File: src/rtl/stkc_pkg.sv
`default_nettype none
package stkc_pkg;

  localparam int STACK_DEPTH_DEF = 256;

  localparam logic [2:0] ACT_PUSH = 3'd0;
  localparam logic [2:0] ACT_ADD  = 3'd1;
  localparam logic [2:0] ACT_SUB  = 3'd2;
  localparam logic [2:0] ACT_MUL  = 3'd3;
  localparam logic [2:0] ACT_DIV  = 3'd4;
  localparam logic [2:0] ACT_NEG  = 3'd5;
  localparam logic [2:0] ACT_RET  = 3'd6;

  localparam logic [2:0] OP_NOP  = 3'd0;
  localparam logic [2:0] OP_PUSH = 3'd1;
  localparam logic [2:0] OP_ADD  = 3'd2;
  localparam logic [2:0] OP_SUB  = 3'd3;
  localparam logic [2:0] OP_MUL  = 3'd4;
  localparam logic [2:0] OP_DIV  = 3'd5;
  localparam logic [2:0] OP_NEG  = 3'd6;
  localparam logic [2:0] OP_RET  = 3'd7;

  localparam logic [1:0] ST_OK      = 2'd0;
  localparam logic [1:0] ST_UNDER   = 2'd1;
  localparam logic [1:0] ST_OVER    = 2'd2;
  localparam logic [1:0] ST_DIVZERO = 2'd3;

  typedef struct packed {
    logic [2:0]         action;
    logic signed [31:0] constant_value;
  } in_word_t;

  typedef struct packed {
    logic [1:0]         status;
    logic signed [31:0] top_value;
    logic               returned;
    logic [8:0]         depth;
  } out_word_t;

  typedef struct packed {
    logic [2:0]         op;
    logic signed [31:0] value;
  } cmd_t;

  function automatic logic signed [31:0] sat64(input logic signed [63:0] v);
    logic signed [31:0] r;
    if (v > 64'sd2147483647) begin
      r = 32'sh7fffffff;
    end else if (v < -64'sd2147483648) begin
      r = 32'sh80000000;
    end else begin
      r = v[31:0];
    end
    return r;
  endfunction

endpackage
`default_nettype wire

File: src/rtl/stkc_front.sv
`default_nettype none
module stkc_front
  import stkc_pkg::*;
(
  input  wire logic     clk,
  input  wire logic     rst_n,
  input  wire logic     in_valid,
  output logic          in_ready,
  input  wire in_word_t in_word,
  output logic          cmd_valid,
  input  wire logic     cmd_ready,
  output cmd_t          cmd
);

  cmd_t       q_r [2];
  logic       wr_ptr_r, wr_ptr_nxt;
  logic       rd_ptr_r, rd_ptr_nxt;
  logic [1:0] cnt_r, cnt_nxt;
  logic       push, pop;
  cmd_t       cls;

  always_comb begin
    cls.value = in_word.constant_value;
    case (in_word.action)
      ACT_PUSH: cls.op = OP_PUSH;
      ACT_ADD:  cls.op = OP_ADD;
      ACT_SUB:  cls.op = OP_SUB;
      ACT_MUL:  cls.op = OP_MUL;
      ACT_DIV:  cls.op = OP_DIV;
      ACT_NEG:  cls.op = OP_NEG;
      ACT_RET:  cls.op = OP_RET;
      default:  cls.op = OP_NOP;
    endcase
  end

  assign in_ready  = (cnt_r != 2'd2);
  assign cmd_valid = (cnt_r != 2'd0);
  assign cmd       = q_r[rd_ptr_r];
  assign push      = in_valid && in_ready;
  assign pop       = cmd_valid && cmd_ready;

  always_comb begin
    wr_ptr_nxt = push ? ~wr_ptr_r : wr_ptr_r;
    rd_ptr_nxt = pop ? ~rd_ptr_r : rd_ptr_r;
    cnt_nxt    = cnt_r + 2'(push) - 2'(pop);
  end

  always_ff @(posedge clk) begin
    if (!rst_n) begin
      wr_ptr_r <= 1'b0;
      rd_ptr_r <= 1'b0;
      cnt_r    <= 2'd0;
    end else begin
      wr_ptr_r <= wr_ptr_nxt;
      rd_ptr_r <= rd_ptr_nxt;
      cnt_r    <= cnt_nxt;
    end
  end

  always_ff @(posedge clk) begin
    if (push) begin
      q_r[wr_ptr_r] <= cls;
    end
  end

endmodule
`default_nettype wire

File: config.mk
export PLATFORM = sky130hd
export DESIGN_NAME = stkc_front
export DESIGN_NICKNAME = d
export VERILOG_FILES = /design/src/rtl/stkc_pkg.sv /design/src/rtl/stkc_front.sv
export SDC_FILE = /design/constraint.sdc
export NUM_CORES = 1
export LEC_CHECK = 0
export ABC_AREA = 1
export CORE_AREA = 2 2 112 114
export CTS_BUF_LIST = sky130_fd_sc_hd__clkbuf_8
export DETAILED_ROUTE_END_ITERATION = 8
export DIE_AREA = 0 0 114 116
export DONT_BUFFER_PORTS = 1
export GPL_ROUTABILITY_DRIVEN = 0
export SETUP_SLACK_MARGIN = 0.3
export SYNTH_ARGS = -nofsm -noshare
export SYNTH_HDL_FRONTEND = slang
export SYNTH_SLANG_ARGS = --single-unit
File: constraint.sdc
create_clock -name clk -period 3.74 [get_ports clk]
set_input_delay 0.374 -clock clk [delete_from_list [all_inputs] [get_ports clk]]
set_output_delay 0.374 -clock clk [all_outputs]
set_load 0.1 [all_outputs]
* Word-level counts from Yosys, hierarchy flattened
Memories as Yosys holds them, arrays and structs flattened. A register that Yosys moved wholly into a read port is not among the register bits.
Cells that the tools add are included.
** Storage, ports and cells
- Flip-flop bits (word level) :: 4
- RAM bits :: 70
- Input bits :: 39
- Output and inout port bits :: 37
- Logic and storage cells :: 24
- Memories :: 1
** Operators by class
- Add/sub/neg operators :: 2
- Eq/ne operators :: 7
- Mux-type cells :: 5
- Bitwise operators :: 2
- Reduce and logical (&&, ||, !) cells :: 4
** Memories
- q_r :: words 2, bits a word 35, read ports 1, clocked after Yosys merged registers in 1, write ports 1, line stkc_front.sv:15 : cmd_t q_r [2];
** Operators by type and width (count)
- 3-bit case mux with 7 select lines :: 1
- 3-bit == test (second input constant) :: 3
- 3-bit by 2-bit == test with 1-bit output (second input constant) :: 2
- 1-bit two-way mux :: 4
- 3-bit by 1-bit == test with 1-bit output (second input constant) :: 1
- 3-bit logical NOT :: 1
- 2-bit by 1-bit adder with 2-bit output :: 1
- 1-bit logical AND :: 2
- 2-bit != test (second input constant) :: 1
- 1-bit NOT :: 2
- 2-bit nonzero test :: 1
- 2-bit by 1-bit subtractor with 2-bit output :: 1

* Logic depth before layout (Yosys ltp)
Gate-level depths: netlist of run 1.
- Word-level depth :: 4
- Mapped depth :: 11

* Least setup slack after synthesis of run 1
No wires, ideal clock.
- Path type :: reg2reg
- From :: register cnt_r[0]
- To :: memory q_r[1][0] (netlist name), enable pin
- Arrival :: 2.918 ns
- Required time :: 3.311 ns
- Slack :: 0.393 ns
- Cell stages (with the launch flop) :: 5
- Cells stage by stage :: dfxtp_1 -> inv_1 -> nand2_1 -> nand2_1 -> nor2_1
** On the way
- Cells in the longest elaborated chain, start to end :: 4
** RTL lines
- from (decl) :: line stkc_front.sv:18 : logic [1:0] cnt_r, cnt_nxt;
- from (signal assigned) :: line stkc_front.sv:56 : cnt_r <= cnt_nxt;
- 2-bit != test :: line stkc_front.sv:36 : assign in_ready = (cnt_r != 2'd2);
- via in_ready :: line stkc_front.sv:8 : output logic in_ready,
- 1-bit logical AND :: line stkc_front.sv:39 : assign push = in_valid && in_ready;
- 1-bit two-way mux :: line stkc_front.sv:61 : if (push) begin
- 1-bit two-way mux (not written as such) :: line stkc_front.sv:62 : q_r[wr_ptr_r] <= cls;
- to (decl) :: line stkc_front.sv:15
The timed path passes the listed nets, and every way through them passes these cells.

==> results by group, run 1 <==
Run status
  – Outcome: finished clean

Yosys
  – Ys async rst share: 0%
  – Most frequent cells after synthesis: edfxtp_1, mux2_4, nand2_1
  – Cells after synthesis: 153
  – Synth cell types: 16
  – Synth Flop Type: edfxtp_1
  – Synth Net Count: 193
  – Synth area leaders: edfxtp_1, mux2_4, dfxtp_1, buf_12, mux2_2
  – Mean area per synthesized cell: 19.30 um2
  – Synth top area share: 71.19%
  – Most common cell in the netlist: edfxtp_1
  – Share of the yosys chip area belonging to registers: 74.58%
  – Number of synthesized register bits: 75
  – Synth Cell Area: 2953 um2
  – Synth area leader: edfxtp_1
  – Post-synth EDFFs: 70
  – Ys Warns: 0

Critical path
  – R2r startpoint: cnt_r[0]
  – Critical path cell sequence: buf_4, mux2_4
  – Data arrival, critical path: 2020 ps
  – Crit Path Class: reg -> out
  – Crit-path max cell delay: 760 ps
  – Startpoint types: flip-flop
  – CP Max Fanout: 20
  – CP endpoint kind: output pin
  – Worst path required time: 3370 ps
  – FF-to-FF path depth: 6
  – Slowest library cell on the worst path: dfxtp_2

Timing
  – Max-slew violations: 0
  – TNS Setup: 0 ps
  – Final hold vios: 0
  – Post-route minimum period: 2394 ps
  – Clk_skew: 6.560 ps
  – Final Setup Violations: 0
  – RSZ-0062 raised after global routing: no
  – Worst slew pin tran: 818.5 ps
  – Final Cycle Share: 64.01%
  – Relative slew margins: 45.37%
  – Max Fclk: 0.4177 GHz

Cells and area
  – Area of the multi-input gates: 664.4 um2
  – Area growth syn-to-layout: 11.91%
  – Layout Cells excl Fill: 316
  – Total area of sequential cells: 2203 um2
  – # diodes: 0
  – Share of cells above drive strength 1: 34.91%
  – Design area: 3304 um2
  – Final Net Count: 204
  – Filler instances: 1202

Floorplanning
  – Die Span X: 114 um
  – Die H: 116 um
  – Initial Util: 24.79%
  – Core area: 11910 um2
  – Ports: 76
  – DIE AREA: 13220 um2
  – Number of core rows: 40

Clock network
  – CTS Buffer Depth: 2
  – CTS tree: built
  – # hold bufs at CTS: 0
  – Post-CTS Resized: 0
  – Clock Tree Root: clkbuf_8
  – Sink Count: 75
  – CTS clock-pin slew for the worst setup and hold paths: 80 ps
  – # H-tree levels: 3
  – Worst skew pair latency: 350 ps
  – Post-CTS Setup Bufs: 0
  – CTS Buf Count: 9

Drt
  – DR vias: 1276
  – Via density per instance: 4.038
  – Initial DRC count: 74
  – Pre-antenna DRT Iters: 4
  – Drt wl/cell: 16.27 um
  – Routed Antenna Nets: 0
  – Final WL: 5142 um
  – DRC: 0

Run
  – Maxcap violations: 0

Global route
  – Total global-route track usage: 7.927%
  – Vias in the first global route: 1348
  – Overflow after GRT: 0
  – Initial antenna violation count: 0
  – First-pass GRT wire length: 7383 um
  – Pin count of the biggest net entering global routing: 21

Hold path
  – Hold crit path type: in -> reg
  – Hold Startpoint: in_word[25]
  – Cells on Worst Hold Path: 0

Placement
  – Post-Place Cells: 300
  – HPWL Detailed: 3468 um
  – Cell Area, Placed: 3112 um2
  – # port buffers: 0
cell families (layout without fill, tap and decap cells):
| family | after synthesis | after routing | synth area share, % |
|---|---|---|---|
| flops | 75 | 75 | 74.58 |
| fa+ha+maj | 1 | 1 | 0.4237 |
| mux | 35 | 35 | 17.16 |
| xor+xnor | 1 | 1 | 0.2967 |
| compound gates | 5 | 5 | 0.9323 |
| simple gates | 24 | 24 | 3.178 |
| buf+inv | 12 | 28 | 3.432 |
cell usage in the layout, fill, tap and decap left out:
| cell | n |
|---|---|
| o21ai_0 | 2 |
| ha_1 | 1 |
| mux2_2 | 5 |
| edfxtp_1 | 70 |
| nand3_1 | 1 |
| dfxtp_2 | 1 |
| nand2_1 | 14 |
| a21oi_1 | 2 |
| bufinv_16 | 1 |
| nor2_2 | 1 |
| xnor2_1 | 1 |
| clkbuf_8 | 9 |
| inv_1 | 8 |
| clkinv_2 | 3 |
| o21a_1 | 1 |
| buf_4 | 4 |
| nor2_1 | 6 |
| clkinvlp_4 | 2 |
| dfxtp_1 | 4 |
| mux2_4 | 30 |
| clkinv_4 | 1 |
| nor2_4 | 2 |
routing by layer:
| metal | GRT usage [%] | part of all wire, % | vias to the layer above |
|---|---|---|---|
| met5 | 0 | 0 | - |
| met4 | 4.390 | 1.8 | 0 |
| met3 | 5.387 | 11 | 9 |
| met2 | 13.21 | 51 | 50 |
| met1 | 7.273 | 36 | 631 |
| li1 | - | - | 586 |
critical path: cells and delay by family, from the launching register on:
family | cells | cell delay, ps
flip-flops | 1 | 760
multiplexers | 1 | 480
buffers and inverters | 1 | 420
registers in the layout, indices dropped and copies added (netlist names), named ones only:
register	cells
cnt_r	2
q_r	70
rd_ptr_r	1
wr_ptr_r	1
path summary, 6_finish.rpt:
check / endpoint / slack, ps
setup / recovery: cmd[12] / 1350
hold / removal: q_r[0][25] / 110
setup reg to reg: q_r[0][23] / 1490
hold reg to reg: flip-flop / 510
cell type report:
| class | instances | area share, % |
|---|---|---|
| Tap cell | 147 | 5.566 |
| Clock inverter | 7 | 2.083 |
| Inverter | 8 | 0.9087 |
| Multi-Input combinational cell | 66 | 20.11 |
| Sequential cell | 75 | 66.68 |
| Timing Repair Buffer | 4 | 0.9087 |
| Clock buffer | 9 | 3.749 |
per-stage QoR:
stage	utilization [%]	worst slack, ps	hold WS [ps]
after floorplan	-	393.1	466.9
after global placement	26.12	1433	471.9
after detailed placement	26.12	1383	473.0
after CTS	27.74	1249	87.06
after global routing	27.74	1224	83.37
final	27.74	1346	114.3
Power of run 1 is left out: the tool's default activity adds up to more than one toggle a clock period on the data nets, which glitch-free logic cannot reach.
==> run 2, diff against run 1 <==
==> constraint.sdc (replaced) <==
create_clock -name clk -period 2.25 [get_ports clk]
set_input_delay 0.225 -clock clk [delete_from_list [all_inputs] [get_ports clk]]
set_output_delay 0.225 -clock clk [all_outputs]
set_load 0.1 [all_outputs]
==> results by group, run 2 (synthesized netlist as in run 1, its figures left out) <==
Run status
  – Outcome: finished clean

Cells and area
  – Max FFs per register: 70 (unchanged)
  – Share of cells above drive strength 1: 29.41% (-5.5 points)
  – Area growth syn-to-layout: 23.64%
  – Regs by FF count: q_r: 70 flops, cnt_r: 2 flops
  – Final Net Count: 241 (+18%)
  – # diodes: 0 (unchanged)
  – Largest Register: q_r
  – Most frequent cells in the layout: edfxtp_1, dlygate4sd3_1, mux2_4, nand2_1
  – Most common cell after layout, fill and taps aside: edfxtp_1

Timing
  – Max-slew violations: 0 (unchanged)
  – Clk_skew: 7.432 ps (+0.8721 ps)
  – Worst slew pin tran: 542.8 ps (-275.7 ps)
  – Post-route minimum period: 1875 ps
  – RSZ-0062 raised after global routing: yes
  – Final Cycle Share: 83.32%
  – Final hold vios: 0 (unchanged)
  – Max Fclk: 0.5334 GHz
  – TNS Setup: 0 ps (unchanged)
  – Relative slew margins: 63.97% (+19 points)
  – Final Setup Violations: 0 (unchanged)

Clock network
  – CTS tree: built
  – # H-tree levels: 3 (unchanged)
  – Post-CTS Resized: 0 (unchanged)
  – Worst skew pair latency: 350 ps (about the same)
  – CTS Buf Count: 9 (unchanged)
  – CTS clock-pin slew for the worst setup and hold paths: 70 ps (about the same)
  – Clock Tree Root: clkbuf_8
  – Sink Count: 75 (unchanged)
  – CTS Buffer Depth: 2 (unchanged)

Global route
  – Vias in the first global route: 1521 (+13%)
  – First-pass GRT wire length: 7900 um (+7.0%)
  – Overflow after GRT: 0 (unchanged)
  – Total global-route track usage: 8.472% (+0.55 points)
  – Initial antenna violation count: 0 (unchanged)
  – Pin count of the biggest net entering global routing: 22 (+4.8%)

Floorplanning
  – Number of core rows: 40 (unchanged)
  – Core area: 11910 um2 (unchanged)
  – Ports: 76 (unchanged)
  – Die Span X: 114 um (unchanged)
  – Die H: 116 um (unchanged)
  – Initial Util: 24.79% (unchanged)
  – DIE AREA: 13220 um2 (unchanged)

Hold path
  – Cells on Worst Hold Path: 1 (+1)
  – Hold Path End: q_r[0][32]
  – Hold Startpoint: in_word[32]
  – Hold crit path type: in -> reg

Drt
  – Pre-antenna DRT Iters: 4 (unchanged)
  – Initial DRC count: 65 (-12%)
  – Met3 routed WL: 476 um (-15%)
  – Drt wl/cell: 15.04 um (-7.6%)
  – DR vias: 1409 (+10%)
  – Met2 wire len: 2617 um (-0.15%)
  – Via density per instance: 4.014 (-0.59%)
  – Max layer used: met4
  – DRC: 0 (unchanged)
  – Final WL: 5278 um (+2.6%)
  – Wire length on met1: 2090 um (+12%)
  – Routed Antenna Nets: 0 (unchanged)

Critical path
  – R2r startpoint: cnt_r[0]
  – Flop2flop setup slack: 660 ps (-830 ps)
  – Worst path required time: 2030 ps (-1340 ps)
  – Slowest library cell on the worst path: mux2_2
  – FF-to-FF path depth: 10 (+4)
  – Critical path cell sequence: buf_4, mux2_2
  – Startpoint types: flip-flop
  – Crit-path max cell delay: 610 ps (-150 ps)
  – CP endpoint kind: output pin
  – Worst R2R End: cnt_r[1]
  – Crit Path Class: reg -> out
  – Data arrival, critical path: 1650 ps (-370 ps)
  – CP Max Fanout: 21 (+5.0%)

Run
  – Maxcap violations: 0 (unchanged)

Placement
  – # port buffers: 0 (unchanged)
  – HPWL Detailed: 3454 um (-0.40%)
run 2: timing repair:
item / CTS / global route
hold buffers: 33 / 0
endpoints found under the setup margin: 0 / 3
buffers inserted: 0 / 0
endpoints found under the hold margin: 69 / 0
run 2: critical path, delay by kind of cell (launching register included):
kind,cells,cell delay (ps)
buffers and inverters,1,360
DFF,1,320
muxes,1,610
run 2: worst max-delay path by stage:
stage,from,slack [ps],cells past startpoint,to
2_1_floorplan,cnt_r[0],330,4,q_r[1][0]
3_3_place_gp,flip-flop,720,2,cmd[34]
3_5_place_dp,cnt_r[0],670,10,cnt_r[1]
4_1_cts,flip-flop,310,2,cmd[34]
5_1_grt,flip-flop,280,2,cmd[1]
6_report,flip-flop,380,2,cmd[34]
run 2: per-layer routing:
layer	up-vias	global-route usage (%)
li1	658	-
met5	-	0
met1	688	8.556
met2	54	13.77
met4	0	4.390
met3	9	5.178
run 2: metrics by stage:
step	hold slack, ps	cells	worst slack, ps	cell area [um2]	util [%]
5_1_grt	32.32	351	283.0	3651	30.65
6_report	43.58	351	375.4	3651	30.65
2_1_floorplan	318.5	153	327.6	2975	-
3_5_place_dp	324.0	304	666.7	3149	26.44
4_1_cts	9.845	351	310.9	3651	30.65
3_3_place_gp	323.2	304	724.4	3149	26.44
run 2: final cells by class:
type	count	area [um2]
fillers	1169	8260
flip-flops and latches	75	2203
multi-input cells	66	671.9
repair buffers	41	390.4
well taps	147	183.9
clock buffers	9	123.9
clock inverters	5	47.55
inverters	8	30.03
Power of run 2 is left out for the same reason.
